`src/rtl/xml_entity_decoder_assert.svh`:
```
// ----------------------------------------------------------------------------
// xml_entity_decoder assertion macros
// Shared property wrappers for the entity decoder, clocked on clk_i and
// disabled while rst_ni is low.
// ----------------------------------------------------------------------------
`ifndef XML_ENTITY_DECODER_ASSERT_SVH
`define XML_ENTITY_DECODER_ASSERT_SVH

// same-cycle implication
`define XED_ASSERT_NOW(label, ante, cons) \
  label: assert property (@(posedge clk_i) disable iff (!rst_ni) (ante) |-> (cons)) \
    else $error("xml_entity_decoder: same-cycle check failed");

// next-cycle implication
`define XED_ASSERT_NEXT(label, ante, cons) \
  label: assert property (@(posedge clk_i) disable iff (!rst_ni) (ante) |=> (cons)) \
    else $error("xml_entity_decoder: next-cycle check failed");

`endif

```
`src/rtl/xed_pkg.sv`:
```
// ----------------------------------------------------------------------------
// xed_pkg
// Beat types, command format and entity table for the XML entity decoder.
// ----------------------------------------------------------------------------
package xed_pkg;

  localparam int HoldDepth = 5;
  localparam int CandDepth = HoldDepth + 1;
  localparam int EntCount  = 8;
  localparam int QueueDepth = 2;

  localparam logic [7:0] ChrAmp = 8'h26;

  typedef struct packed {
    logic [7:0] in_byte;
    logic       string_end;
  } in_beat_t;

  typedef struct packed {
    logic [7:0] out_byte;
    logic       run_last;
    logic       output_end;
  } out_beat_t;

  // one classified input: up to six bytes to emit
  typedef struct packed {
    logic [0:CandDepth-1][7:0] bytes;
    logic [2:0]                cnt;
    logic                      str_end;
  } cmd_t;

  // queue status seen by the two sides
  typedef struct packed {
    logic full;
    logic empty;
  } q_stat_t;

  typedef logic [0:CandDepth-1][7:0] ent_text_t;
  typedef logic [0:1][7:0]           ent_out_t;

  // &amp; &lt; &gt; &quot; &apos; &#xA; &#xD; &#x9;
  localparam ent_text_t EntText [EntCount] = '{
    '{8'h26, 8'h61, 8'h6d, 8'h70, 8'h3b, 8'h00},
    '{8'h26, 8'h6c, 8'h74, 8'h3b, 8'h00, 8'h00},
    '{8'h26, 8'h67, 8'h74, 8'h3b, 8'h00, 8'h00},
    '{8'h26, 8'h71, 8'h75, 8'h6f, 8'h74, 8'h3b},
    '{8'h26, 8'h61, 8'h70, 8'h6f, 8'h73, 8'h3b},
    '{8'h26, 8'h23, 8'h78, 8'h41, 8'h3b, 8'h00},
    '{8'h26, 8'h23, 8'h78, 8'h44, 8'h3b, 8'h00},
    '{8'h26, 8'h23, 8'h78, 8'h39, 8'h3b, 8'h00}
  };

  localparam logic [2:0] EntLen [EntCount] = '{
    3'd5, 3'd4, 3'd4, 3'd6, 3'd6, 3'd5, 3'd5, 3'd5
  };

  localparam logic [1:0] EntNout [EntCount] = '{
    2'd1, 2'd1, 2'd1, 2'd2, 2'd2, 2'd1, 2'd1, 2'd1
  };

  // quote entities decode to a backslash and the quote
  localparam ent_out_t EntOut [EntCount] = '{
    '{8'h26, 8'h00},
    '{8'h3c, 8'h00},
    '{8'h3e, 8'h00},
    '{8'h5c, 8'h22},
    '{8'h5c, 8'h27},
    '{8'h0a, 8'h00},
    '{8'h0d, 8'h00},
    '{8'h09, 8'h00}
  };

endpackage

```
`src/rtl/xed_front.sv`:
```
// ----------------------------------------------------------------------------
// xed_front
// Holds pending entity bytes, matches each input beat against the entity
// table and turns it into at most one command of up to six output bytes.
// ----------------------------------------------------------------------------
module xed_front (
  input  logic              clk_i,
  input  logic              rst_ni,
  input  logic              take_i,
  input  xed_pkg::in_beat_t beat_i,
  output logic              cmd_valid_o,
  output xed_pkg::cmd_t     cmd_o
);
  import xed_pkg::*;

  logic [7:0] held_q [HoldDepth];
  logic [7:0] held_d [HoldDepth];
  logic [2:0] count_q, count_d;

  logic [0:CandDepth-1][7:0] cand;
  logic [2:0] cand_n;
  logic       active, is_amp, complete, prefix, ok;
  logic [2:0] hit;
  cmd_t       cmd;

  // candidate sequence and table match
  always_comb begin
    active = (count_q != 3'd0) && (count_q <= 3'(HoldDepth));
    cand_n = count_q + 3'd1;
    for (int i = 0; i < CandDepth; i++) begin
      if (i < HoldDepth && 3'(i) < count_q) begin
        cand[i] = held_q[(i < HoldDepth) ? i : 0];
      end else begin
        cand[i] = beat_i.in_byte;
      end
    end
    complete = 1'b0;
    prefix   = 1'b0;
    hit      = '0;
    for (int e = 0; e < EntCount; e++) begin
      ok = (EntLen[e] >= cand_n);
      for (int i = 0; i < CandDepth; i++) begin
        if (3'(i) < cand_n && cand[i] != EntText[e][i]) begin
          ok = 1'b0;
        end
      end
      if (ok && EntLen[e] == cand_n && !complete) begin
        complete = 1'b1;
        hit      = 3'(e);
      end else if (ok && EntLen[e] > cand_n) begin
        prefix = 1'b1;
      end
    end
  end

  // command build and hold update
  always_comb begin
    is_amp      = (beat_i.in_byte == ChrAmp);
    held_d      = held_q;
    count_d     = count_q;
    cmd.bytes   = cand;
    cmd.cnt     = 3'd0;
    cmd.str_end = beat_i.string_end;
    if (!active) begin
      if (is_amp) begin
        held_d[0] = beat_i.in_byte;
        count_d   = 3'd1;
        cmd.cnt   = beat_i.string_end ? 3'd1 : 3'd0;
      end else begin
        count_d = 3'd0;
        cmd.cnt = 3'd1;
      end
    end else if (complete) begin
      cmd.bytes[0] = EntOut[hit][0];
      cmd.bytes[1] = EntOut[hit][1];
      cmd.cnt      = {1'b0, EntNout[hit]};
      count_d      = 3'd0;
    end else if (prefix) begin
      held_d[count_q] = beat_i.in_byte;
      count_d         = cand_n;
      cmd.cnt         = beat_i.string_end ? cand_n : 3'd0;
    end else if (is_amp) begin
      // mismatch on '&': flush held bytes, the '&' opens a new entity
      held_d[0] = beat_i.in_byte;
      count_d   = 3'd1;
      cmd.cnt   = beat_i.string_end ? cand_n : count_q;
    end else begin
      count_d = 3'd0;
      cmd.cnt = cand_n;
    end
    if (beat_i.string_end) begin
      count_d = 3'd0;
    end
  end

  assign cmd_o       = cmd;
  assign cmd_valid_o = take_i && (cmd.cnt != 3'd0);

  // pending count
  always_ff @(posedge clk_i or negedge rst_ni) begin
    if (!rst_ni) begin
      count_q <= 3'd0;
    end else if (take_i) begin
      count_q <= count_d;
    end
  end

  // pending bytes
  always_ff @(posedge clk_i) begin
    if (take_i) begin
      held_q <= held_d;
    end
  end

endmodule

```
`src/rtl/xed_cmd_fifo.sv`:
```
// ----------------------------------------------------------------------------
// xed_cmd_fifo
// Short command queue between the classifier and the output serializer.
// ----------------------------------------------------------------------------
module xed_cmd_fifo (
  input  logic             clk_i,
  input  logic             rst_ni,
  input  logic             wr_i,
  input  xed_pkg::cmd_t    wr_data_i,
  input  logic             rd_i,
  output xed_pkg::cmd_t    rd_data_o,
  output xed_pkg::q_stat_t stat_o
);
  import xed_pkg::*;

  localparam int PtrW = (QueueDepth > 1) ? $clog2(QueueDepth) : 1;

  cmd_t            mem_q [QueueDepth];
  logic [PtrW-1:0] wr_ptr_q, rd_ptr_q;
  logic [PtrW:0]   fill_q;
  logic            do_wr, do_rd;

  assign stat_o.full  = (fill_q == (PtrW+1)'(QueueDepth));
  assign stat_o.empty = (fill_q == '0);
  assign do_wr = wr_i && !stat_o.full;
  assign do_rd = rd_i && !stat_o.empty;
  assign rd_data_o = mem_q[rd_ptr_q];

  // storage
  always_ff @(posedge clk_i) begin
    if (do_wr) begin
      mem_q[wr_ptr_q] <= wr_data_i;
    end
  end

  // pointers and fill level
  always_ff @(posedge clk_i or negedge rst_ni) begin
    if (!rst_ni) begin
      wr_ptr_q <= '0;
      rd_ptr_q <= '0;
      fill_q   <= '0;
    end else begin
      if (do_wr) begin
        wr_ptr_q <= (wr_ptr_q == PtrW'(QueueDepth - 1)) ? '0 : wr_ptr_q + 1'b1;
      end
      if (do_rd) begin
        rd_ptr_q <= (rd_ptr_q == PtrW'(QueueDepth - 1)) ? '0 : rd_ptr_q + 1'b1;
      end
      if (do_wr && !do_rd) begin
        fill_q <= fill_q + 1'b1;
      end else if (do_rd && !do_wr) begin
        fill_q <= fill_q - 1'b1;
      end
    end
  end

endmodule

```
`src/rtl/xed_back.sv`:
```
// ----------------------------------------------------------------------------
// xed_back
// Serializes the head command into output beats, one byte per cycle while
// pop_i is high and a command waits; retires it after its last byte is taken.
// ----------------------------------------------------------------------------
module xed_back (
  input  logic               clk_i,
  input  logic               rst_ni,
  input  xed_pkg::cmd_t      cmd_i,
  input  xed_pkg::q_stat_t   stat_i,
  input  logic               pop_i,
  output logic               cmd_done_o,
  output xed_pkg::out_beat_t beat_o
);
  import xed_pkg::*;

  logic [2:0] idx_q;
  logic       last, take;

  assign last = (idx_q == cmd_i.cnt - 3'd1);
  assign take = pop_i && !stat_i.empty;

  assign beat_o.out_byte   = cmd_i.bytes[idx_q];
  assign beat_o.run_last   = last;
  assign beat_o.output_end = last && cmd_i.str_end;
  assign cmd_done_o        = take && last;

  // byte index within the head command
  always_ff @(posedge clk_i or negedge rst_ni) begin
    if (!rst_ni) begin
      idx_q <= 3'd0;
    end else if (take) begin
      idx_q <= last ? 3'd0 : idx_q + 3'd1;
    end
  end

endmodule

```
`src/rtl/xml_entity_decoder.sv`:
```
// ----------------------------------------------------------------------------
// xml_entity_decoder
// Streaming XML entity decoder with queue-style input and output ports.
// ----------------------------------------------------------------------------
// One encoded byte is accepted per cycle while full is low; the classifier
// decides in that cycle what the byte produces and stores it as one command in
// a two-entry queue. The output side delivers one decoded byte per cycle
// while pop is high and empty is low, so a command of several bytes (up to six
// when a pending entity breaks) holds its queue entry until its last byte is
// popped, and the input stalls only once both queue entries are taken. Inputs
// that produce nothing (bytes held as a possible entity) never occupy the
// queue. First output is visible the cycle after the input beat is accepted.
`include "xml_entity_decoder_assert.svh"

module xml_entity_decoder (
  input  logic               clk_i,
  input  logic               rst_ni,
  input  logic               push,
  output logic               full,
  input  xed_pkg::in_beat_t  in_beat_i,
  output logic               empty,
  input  logic               pop,
  output xed_pkg::out_beat_t out_beat_o
);
  import xed_pkg::*;

  logic    take, cmd_valid, cmd_done;
  cmd_t    cmd_in, cmd_head;
  q_stat_t q_stat;

  assign take  = push && !full;
  assign full  = q_stat.full;
  assign empty = q_stat.empty;

  // classifier
  xed_front u_front (
    .clk_i       (clk_i),
    .rst_ni      (rst_ni),
    .take_i      (take),
    .beat_i      (in_beat_i),
    .cmd_valid_o (cmd_valid),
    .cmd_o       (cmd_in)
  );

  // command queue
  xed_cmd_fifo u_fifo (
    .clk_i     (clk_i),
    .rst_ni    (rst_ni),
    .wr_i      (cmd_valid),
    .wr_data_i (cmd_in),
    .rd_i      (cmd_done),
    .rd_data_o (cmd_head),
    .stat_o    (q_stat)
  );

  // output serializer
  xed_back u_back (
    .clk_i      (clk_i),
    .rst_ni     (rst_ni),
    .cmd_i      (cmd_head),
    .stat_i     (q_stat),
    .pop_i      (pop),
    .cmd_done_o (cmd_done),
    .beat_o     (out_beat_o)
  );

  // end of string always yields output
  `XED_ASSERT_NEXT(a_end_gives_output, take && in_beat_i.string_end, !empty)
  // string end only on the final byte of a run
  `XED_ASSERT_NOW(a_end_is_last, !empty && out_beat_o.output_end, out_beat_o.run_last)
  // a full queue always has a result waiting
  `XED_ASSERT_NOW(a_full_not_empty, full, !empty)
  // queued commands carry between one and six bytes
  `XED_ASSERT_NOW(a_head_nonzero, !empty, cmd_head.cnt != 3'd0 && cmd_head.cnt <= 3'd6)

endmodule

```
`config.mk`:
```
export PLATFORM = sky130hd
export DESIGN_NAME = xml_entity_decoder
export DESIGN_NICKNAME = d
export VERILOG_FILES = /design/src/rtl/xed_pkg.sv /design/src/rtl/xed_front.sv /design/src/rtl/xed_cmd_fifo.sv /design/src/rtl/xed_back.sv /design/src/rtl/xml_entity_decoder.sv
export VERILOG_INCLUDE_DIRS = /design/src /design/src/rtl
export SDC_FILE = /design/constraint.sdc
export NUM_CORES = 1
export LEC_CHECK = 0
export BUFFER_PORTS_ARGS = -buffer_cell sky130_fd_sc_hd__buf_2
export CAP_MARGIN = 20
export CORE_MARGIN = 1
export CORE_UTILIZATION = 31
export DETAILED_ROUTE_END_ITERATION = 10
export PLACE_DENSITY_LB_ADDON = 0.15
export SLEW_MARGIN = 20
export SYNTH_ARGS = -nofsm -noshare
export SYNTH_HDL_FRONTEND = slang
export SYNTH_SLANG_ARGS = --single-unit
```
`constraint.sdc`:
```
create_clock -name clk_i -period 13.4 [get_ports clk_i]
set_input_delay 2.68 -clock clk_i [delete_from_list [all_inputs] [get_ports clk_i]]
set_output_delay 2.68 -clock clk_i [all_outputs]
set_load 0.05 [all_outputs]
```
# ---- Word-level counts from Yosys, hierarchy flattened
# Memory sizes are Yosys's and may differ from the RTL's.
# Index checks and enable logic that the tools add are counted.
dict set report word_totals {
  register_bits 50
  romBits 144
  mem_count 3
  output_inout_bits 12
  input_bits 13
  ramBits 104
  word_cells 262
}
dict set report op_classes {
  muxes 112
  addsub 7
  n_lt_le_gt_ge 22
  bitwise 4
  n_eq_ne 28
  n_reduce_logical 76
}
# name words width rd rd_ports_with_merged_regs write_ports line
set memory_table {}
lappend memory_table {{(name not given)} 8 16 1 0 0 xed_front.sv:74} ;# cmd.bytes[0] = EntOut[hit][0];
lappend memory_table {u_fifo.mem_q 2 52 1 0 1 xed_cmd_fifo.sv:18} ;# cmd_t mem_q [QueueDepth];
lappend memory_table {{(name not given)} 8 2 1 0 0 xed_front.sv:76} ;# cmd.cnt = {1'b0, EntNout[hit]};
# op count
set ops {}
lappend ops {{$ne A8 B7 Y1 const B} 15}
lappend ops {{$mux W8} 11}
lappend ops {{$mux W1} 70}
lappend ops {{$mux W16} 4}
lappend ops {{$logic_and A1 B1 Y1} 57}
lappend ops {{$mux W3} 16}
lappend ops {{$ne A8 B6 Y1 const B} 6}
lappend ops {{$bwmux W40} 1}
lappend ops {{$mux W40} 1}
lappend ops {{$mux W32} 1}
lappend ops {{$bmux W8 S3} 1}
lappend ops {{$demux W8 S3} 1}
lappend ops {{$reduce_bool A8 Y1} 2}
lappend ops {{$ge A4 B4 Y1 const B} 3}
lappend ops {{$lt A1 B3 Y1 const A} 4}
lappend ops {{$lt A2 B3 Y1 const A} 4}
lappend ops {{$mux W2} 6}
lappend ops {{$not A3 Y4} 3}
lappend ops {{$logic_not A1 Y1} 11}
lappend ops {{$eq A3 B3 Y1 const A} 3}
lappend ops {{$ge A3 B3 Y1 const A} 3}
lappend ops {{$gt A3 B3 Y1 const A} 3}
lappend ops {{$lt A3 B3 Y1 const A} 3}
lappend ops {{$eq A8 B6 Y1 const B} 1}
lappend ops {{16 further kinds} 19}

# ---- Logic depth before layout (Yosys ltp)
# Gate-level depths: netlist (run 1).
dict set report depth {
  ltp_word 46
  mapped_depth 19
  depth_no_buf 15
}

# ---- By module
# From an unflattened synthesis (run 1), not the netlist that was laid out.
dict set report hier_totals {
  cells_unflattened 667
  area_unflattened_um2 8633.3
}
# mod seq_area_each_um2 cells_per_inst n_inst area_each_um2
set modules_own_cells {}
lappend modules_own_cells {xed_cmd_fifo 3223.1 181 1 4200.3}
lappend modules_own_cells {xed_front 1276.2 422 1 3724.8}
lappend modules_own_cells {xed_back 75.1 63 1 694.4}
lappend modules_own_cells {xml_entity_decoder 0.0 1 1 13.8}

# ---- Least setup slack after synthesis (run 1)
# OpenSTA, ideal clock, no wires.
dict set report synth_timing {
  kind {in2reg}
  start {in in_beat_i[8] (netlist name)}
  end {mem u_fifo.mem_q[0][0] (netlist name), enable pin}
  t_arrival_ns 7.609
  path_buffers 2
  setup_time_ns 0.468
  slack_ns 5.323
  stages 12
  t_required_ns 12.932
  cell_sequence {buf_6 or4_4 nor4b_4 o21ai_4 or4b_1 a21oi_1 a31o_1 or3_1 buf_2 o21a_1 o311a_4 nor2b_1}
}
# item line
set synth_lines {}
lappend synth_lines {{from (decl)} xml_entity_decoder.sv:20} ;# input xed_pkg::in_beat_t in_beat_i,
lappend synth_lines {{to (decl)} xed_cmd_fifo.sv:18}

==> results of run 1 <==
worst register-to-register path: stages (launching register included):
cell and delay [ns]:
dfrtp_1 0.79, inv_1 0.31, ha_1 0.62, a21oi_1 0.25, a311oi_1 0.59, o2bb2ai_1 0.25
a32o_1 0.27, nor3_2 0.41, nand3_1 0.15, a31oi_1 0.39, o311a_4 0.25, nor2b_4 0.27
buf_4 0.55
cell families (layout without fill, tap and decap cells):
logic type                 after synthesis  after routing  share of synthesized area [%]
xor gates and xnor gates                 9              9                           1.00
adders and majority gates                8              8                           1.27
and+or+nand+nor                        200            200                           14.6
buffers and inverters                   58             88                           3.03
muxes                                   62             62                           12.1
AOI/OAI and AO/OA                      112            112                           9.89
DFF                                    154            154                           58.2
layer usage:
| layer | routed length, um | global-route usage, % |
|---|---|---|
| met1 | 10300 | 24.6 |
| met2 | 9970 | 27.0 |
| met3 | 966 | 3.31 |
| met4 | 441 | 5.62 |
| met5 | 0 | 0 |
power by group through the flow:
stage          clock [mW]  combinational [mW]  sequential, mW
2_1_floorplan           0               0.375           0.663
3_3_place_gp            0               0.486           0.681
3_5_place_dp            0               0.488           0.684
4_1_cts             0.488               0.489           0.673
5_1_grt             0.507               0.517           0.681
6_report            0.478               0.476           0.672
worst min-delay path by stage:
| stage | endpoint | cells after the start |
|---|---|---|
| detailed placement | u_fifo.fill_q[1] | 1 |
| finish | u_fifo.fill_q[1] | 1 |
| global placement | u_fifo.fill_q[1] | 1 |
| floorplan | u_fifo.wr_ptr_q | 1 |
| CTS | u_fifo.fill_q[1] | 1 |
| global route | u_fifo.fill_q[1] | 1 |
per-stage QoR:
| stage | cells | hold slack [ns] |
|---|---|---|
| final | 957 | 0.520 |
| after floorplan | 603 | 0.455 |
| after global placement | 925 | 0.498 |
| after CTS | 957 | 0.525 |
| after detailed placement | 925 | 0.513 |
| after global routing | 957 | 0.545 |
cell type report:
cell class	count	area (um^2)	share of cell area [%]
Sequential cell	154	4580	51.3
Multi-Input combinational cell	391	3060	34.3
Clock buffer	17	425	4.77
Tap cell	324	405	4.55
Timing Repair Buffer	34	195	2.19
Clock inverter	15	174	1.95
Inverter	22	82.6	0.926
placed cells by master (no fill, tap or decap), types with 9 or more instances in the layout:
master     netlist  final
a21oi_1         21     21
buf_2            7     24
buf_4            1     10
clkbuf_16        0     17
dfrtp_1         10      9
edfxtp_1       144    144
inv_1           21     21
mux2_2          17     17
mux2i_1         20     20
mux4_2          24     24
nand2_1         66     66
nand2b_1         9      9
nand3_1          9      9
nor2_1          25     25
nor2b_1         15     14
nor3_1          10     10
nor4_1          12     12
o21ai_0         23     23
o22ai_1         12     12
==> results.md, run 1 <==
Outcome:
- The run finished with clean final reports.

GRT:
- The first global-routing pass estimated about 33000 um of wire.
- Entering global routing, the biggest net connects 53 pins.
- The overall routing resource usage is roughly 17%.
- The via count of the first global-routing pass is 5168.
- The total global routing overflow is 0.
- The number of antenna violations at the first check in global routing is 0.

Clock network:
- The CTS root buffer is clkbuf_16.
- After clock tree synthesis, the flow added hold-fix buffers numbering 0.
- The clock transition time at the flip-flop clock pins of the worst setup and hold paths is 0.07 ns.
- The total of cells resized after clock tree synthesis is 0.
- In this run the deepest clock path goes through 2 buffers.
- The clock drives 154 sinks.
- The post-CTS setup buffer count is 0.
- TritonCTS created 17 clock buffers.
- For the worst-skew pair, the clock arrives at the later sink with an insertion delay of 0.43 ns.
- The number of levels the H-tree was split into is 4.
- TritonCTS built the clock tree.

Pwr:
- The worst vdd rail ir drop is 0.0880 mV.
- The internal power consumption is around 1.1 mW.
- The analysis attributes to net switching a power of about 0.57 mW.
- The sum of internal, switching and leakage power is approximately 1.6 mW.
- Per report_power, the clock group accounts for 29.4% of the total.
- The total power per unit cell area is 182 mW/mm^2.
- The net switching share of the total power is 35.4%.
- The analysis attributes to cell leakage a power of 3.01 nW.
- The sequential fraction of design power is 41.3%.
- The relative contribution of combinational cells to total power is 29.3%.

Critical path:
- The number of buffers and inverters on the critical path is 3.
- The worst register-to-register path has a depth of 12.
- The critical path's largest stage delay is 0.62 ns.
- The slowest cell on the critical path is or4_4.
- The worst setup path category is input pin to flip-flop.
- The worst register-to-register path ends at u_fifo.mem_q[0][10].
- The top cell family by delay on the critical path is simple AND/OR/NAND/NOR gates.
- STA classifies the critical path startpoint as an input pin.
- Data on the critical path is required at its endpoint by 13.47 ns.
- The reg-to-reg startpoint is u_front.count_q[1].
- In this run the worst setup path begins at in_beat_i[4].
- Traced cell by cell, the critical path runs through buf_2 > or4_4 > nor4b_4 > o21ai_4 > a2111oi_2 > inv_1 > o311ai_1 > or3_1 > o21a_1 > o311a_4 > nor2b_4 > buf_4.
- The number of stages on the worst setup path is 12.
- The signal arrival time at the worst endpoint is 6.80 ns.
- The endpoint of the worst setup timing path is u_fifo.mem_q[0][10].
- The largest driver fanout on the critical path is 45.
- The worst setup path is captured at a flip-flop.
- The reg2reg setup slack is about 7.9 ns.

Routing:
- The DRC violations left is 0.
- The initial detailed-routing violation count is approximately 490.
- The routed length per placed instance is 22.6 um.
- The total via count in the routed design is roughly 5200.
- For this block, the routed nets add up to 21700 um of wire.
- The detailed-routing iteration count for the pre-antenna-repair pass is 6.
- Using the TritonRoute via totals, the vias-per-cell ratio works out to between 5 and 6.
- Once detail routing completed, the nets flagged for antenna violations numbered 0.

Synthesis:
- After technology mapping, the gate count stands at approximately 600.
- Counting flops with a built-in enable in the synthesized netlist gives 144.
- The synthesis warning total is 0.
- In this run, synthesis produced a sequential element count of approximately 150.
- For this run, the leading register cell type out of synthesis is edfxtp_1.
- The top cell type's share of synthesized area is 55.0%.
- The most common cell in the synthesized netlist is edfxtp_1.
- By area the synthesized netlist is led by edfxtp_1 55%, mux4_2 6.9%, dfrtp_1 3.2%, nand2_1 3.2%, mux2i_1 2.5%.
- Counting every net in the synthesized netlist gives about 620.
- The mapped netlist covers 0.00786 mm^2.
- Counting instances in the post-synthesis netlist gives the leading cell types as 144 x edfxtp_1, 66 x nand2_1, 25 x nor2_1.
- Of all flip-flops after synthesis, the portion carrying an async set or reset was 6.49%.
- The proportion of synthesized chip area in sequential cells is 58.2%.
- The mean instance size in the synthesized netlist is 13.0 um^2.
- The number of different library cells used by synthesis comes to 79.
- The largest total area in the synthesized netlist belongs to edfxtp_1.

Placed design:
- The placed instances occupy a cell area of 0.00831 mm^2.
- The post-place setup slack is 6.25 ns.
- At the end of routability-driven placement, the weighted congestion stood at about 0.9.
- The count of buffers from port buffering is 24.
- Detailed placement ended at an HPWL of 15500 um.

Floorplanning:
- The die covers around 0.026 mm^2.
- The count of standard-cell rows is 57.
- The floorplan step defined a core boundary enclosing between 0.02 and 0.025 mm^2.
- The die outline height is around 160 um.
- The total I/O pin count is 25.
- The starting utilization of the core area is 31.9%.
- The floorplan die width is 161 um.

Cells and area:
- The synthesis-to-layout area growth is 13.4%.
- The final core utilization is between 30 and 40%.
- Of the cells placed in the final design, the portion with a size suffix greater than 1 is 21.2%.
- After the last flow step, the layout net total stands at 641.
- With fillers left out, the area of the finished cells amounts to 0.00891 mm^2.
- The number of fill cells in the layout is around 2400.
- The antenna diode count is 0.

Run:
- The tool flagged a number of max-cap violations equal to 0.

Timing:
- Headroom to the max-slew limit came out at 29.7%.
- The minimum clock period is 6.73 ns.
- The post-route worst setup slack is 6.67 ns.
- Setup violations remaining at the end of the flow were counted as 0.
- The final hold violation count came to 0.
- Between clock sinks in the finished design, the worst skew comes to roughly 0.012 ns.
- The part of the cycle the worst path needs is between 50% and 60%.
- The number of max-slew violations in the final report was 0.
- At the pin with the least slew margin, the transition time is 1.05 ns.
- Setup repair after global routing left no endpoint under its margin.
- Timing would allow up to roughly 150 MHz.
- The final sum of negative setup slack is 0 ns.

Worst hold path:
- The startpoint identified for the worst hold timing path is u_fifo.fill_q[1].
- The class of the tightest hold or removal check is flip-flop to flip-flop.
Power figures use the tool's default switching activity.
==> inputs of run 2 (changes only) <==
==> constraint.sdc (replaced) <==
create_clock -name clk_i -period 6.6 [get_ports clk_i]
set_input_delay 1.32 -clock clk_i [delete_from_list [all_inputs] [get_ports clk_i]]
set_output_delay 1.32 -clock clk_i [all_outputs]
set_load 0.05 [all_outputs]
==> results.md, run 2 (synthesis gave the netlist of run 1 again) <==
Floorplanning:
- The total I/O pin count is 25 (unchanged).
- The overall die area is 0.0260 mm^2 (unchanged).
- The count of standard-cell rows is 57 (unchanged).
- The total core area is 0.0246 mm^2 (unchanged).
- The floorplan die width is 161 um (unchanged).
- The starting utilization of the core area is 31.9% (unchanged).
- The die outline height is 161 um (unchanged).

Placed design:
- The weighted congestion at the end of routability-driven global placement is 0.907 (was 0.881).
- The placed wire-length estimate came to 15300 um (was 15500 um).
- The count of placed standard cells including taps is 926 (was 925).
- The count of buffers from port buffering is 24 (unchanged).
- The post-place setup slack is 0.959 ns (was 6.25 ns).

Timing:
- The setup-violating endpoint count in the final report is 0 (unchanged).
- The final sum of negative setup slack is 0 ns (unchanged).
- The worst clock skew on the final layout was 0.00983 ns (was 0.0121 ns).
- The final hold violation count is 0 (unchanged).
- The part of the cycle the worst path needs is slightly above 80%.
- Setup repair after global routing missed its margin: no (unchanged).
- The pin slew with the least headroom to its limit was 0.788 ns (was 1.05 ns).
- Timing would allow up to about 190 MHz.
- The headroom to the max-slew limit is 46.1% (was 29.7%).
- The number of max-slew violations in the final report is 0 (unchanged).
- The post-route worst setup slack came to 1.26 ns (was 6.67 ns).
- The worst path in the final design needs a cycle of approximately 5.3 ns, including I/O delays and setup.

Cells and area:
- The share of final-layout standard cells stronger than drive strength 1 is 21.3% (was 21.2%).
- The final core utilization came to 36.3% (was 36.2%).
- The most common library cell in the layout ignoring fill and taps is edfxtp_1 (unchanged).
- The antenna diode count is 0 (unchanged).
- The number of fill cells in the layout is 2393 (was 2373).
- The synthesis-to-layout area growth was 13.7% (was 13.4%).
- The number of nets in the layout is 642 (was 641).
- The number of cells in the finished layout apart from fillers is 958 (was 957).
- Commonest non-fill, non-tap cells in the layout: 144 x edfxtp_1, 66 x nand2_1, 25 x nor2_1 (unchanged).

Routing:
- The total via count in the routed design is 5272 (was 5229).
- The final wirelength came to 21400 um (was 21700 um).
- The initial detailed-routing violation count was 611 (was 486).
- The remaining number of nets flagged by the antenna check after routing is 0 (unchanged).
- The detailed-routing iteration count for the pre-antenna-repair pass is 5 (was 6).
- The routed length per placed instance is 22.3 um (was 22.6 um).
- The per-cell via count in the routed design is 5.50 (was 5.46).
- The DRC violations left came to 0 (unchanged).

Pwr:
- The worst vdd rail ir drop is 0.172 mV (was 0.0880 mV).
- The sum of internal, switching and leakage power is 3.32 mW (was 1.63 mW).
- The leakage component of the power is 3.03 nW (was 3.01 nW).
- The total power per unit cell area is 371 mW/mm^2 (was 182 mW/mm^2).

Clock network:
- The number of levels the H-tree was split into came to 4 (unchanged).
- The total of cells resized after clock tree synthesis came to 0 (unchanged).
- The post-CTS setup buffer count was 0 (unchanged).
- The CTS root buffer is clkbuf_16 (unchanged).
- The clock transition time at the flip-flop clock pins of the worst setup and hold paths is 0.07 ns (about the same).
- The clock insertion delay at the later pin of the skew report is 0.43 ns (about the same).
- The number of buffers created by CTS is 17 (unchanged).
- The number of sinks on the clock net came to 154 (unchanged).
- The hold buffer count at CTS is 0 (unchanged).
- The TritonCTS clock tree is built (unchanged).
- The number of buffers on the longest clock path came to 2 (unchanged).

GRT:
- The number of antenna violations at the first check in global routing came to 0 (unchanged).
- The via count of the first global-routing pass came to 5168 (unchanged).
- The maximum number of pins on one net before global-route repair is 53 (unchanged).
- The total global routing overflow is 0 (unchanged).
- The overall routing resource usage came to 17.0% (was 17.5%).
- The wire length of the first global-routing pass came to 32300 um (was 33100 um).

Critical path:
- The largest driver fanout on the critical path was 52 (was 45).
- The endpoint kind of the worst setup timing path is a flip-flop (unchanged).
- The signal arrival time at the worst endpoint is 5.40 ns (was 6.80 ns).
- The endpoint required time on the critical path is 6.66 ns (was 13.47 ns).
- The worst setup path category was flip-flop to flip-flop (was input pin to flip-flop).
- The element type at the critical path start was a flip-flop (was input pin).

Run:
- The total of max-cap violations came to 0 (unchanged).

Worst hold path:
- The class of the tightest hold or removal check is flip-flop to flip-flop (unchanged).

Outcome:
- Outcome: finished clean (unchanged).
[run 2: cell count changes in the layout (fill, tap and decap cells not counted), sizes merged]
cell | before | now
clkinvlp | 2 | 0
buf | 34 | 35
clkinv | 7 | 8
inv | 28 | 29
[run 2: metrics by stage]
step | area (um^2) | hold slack, ns
after floorplan | 7860 | 0.473
after global placement | 8320 | 0.497
after detailed placement | 8320 | 0.510
after CTS | 8940 | 0.520
after global routing | 8940 | 0.562
final | 8940 | 0.521
[run 2: area by class of cell]
cell class / count / area (um^2) / area share (%)
clock buffers: 17 / 425 / 4.76
clock inverters: 15 / 189 / 2.11
inverters: 22 / 82.6 / 0.924
multi-input cells: 391 / 3060 / 34.2
flip-flops and latches: 154 / 4580 / 51.2
well taps: 324 / 405 / 4.54
repair buffers: 35 / 203 / 2.27
[run 2: power by group]
part,internal [mW],switching [mW],total (mW)
registers,1.28,0.152,1.43
logic,0.339,0.558,0.896
clock network,0.518,0.471,0.989
total,2.14,1.18,3.32
[run 2: final timing paths]
check	depth (start not counted)	from	end	slack (ns)
max	12	u_front.count_q[1]	u_fifo.mem_q[1][11]	1.26
min	1	u_fifo.fill_q[1]	u_fifo.fill_q[1]	0.52
max reg2reg	12	u_front.count_q[1]	u_fifo.mem_q[1][11]	1.26
min reg2reg	1	u_fifo.fill_q[1]	u_fifo.fill_q[1]	0.52
max in group asynchronous	1	rst_ni	u_fifo.rd_ptr_q	5.60
min in group asynchronous	1	rst_ni	u_back.idx_q[0]	0.76
[run 2: routing by layer]
layer / track usage (%) / up-vias / part of all wire, %
li1: - / 2393 / -
met1: 24.2 / 2663 / 47
met3: 2.90 / 30 / 4.8
met4: 6.05 / 0 / 2.7
met2: 26.0 / 186 / 46
met5: 0 / - / 0
[run 2: critical path, cell delays in order, from the launching register on]
cell and delay [ns]:
dfrtp_1 0.80, inv_1 0.30, ha_1 0.63, a21oi_1 0.22
a311oi_1 0.52, o2bb2ai_1 0.24, a32o_1 0.26, nor3_2 0.41
a22oi_1 0.16, o22ai_1 0.41, o311a_4 0.28, and2_2 0.14
buf_4 0.56
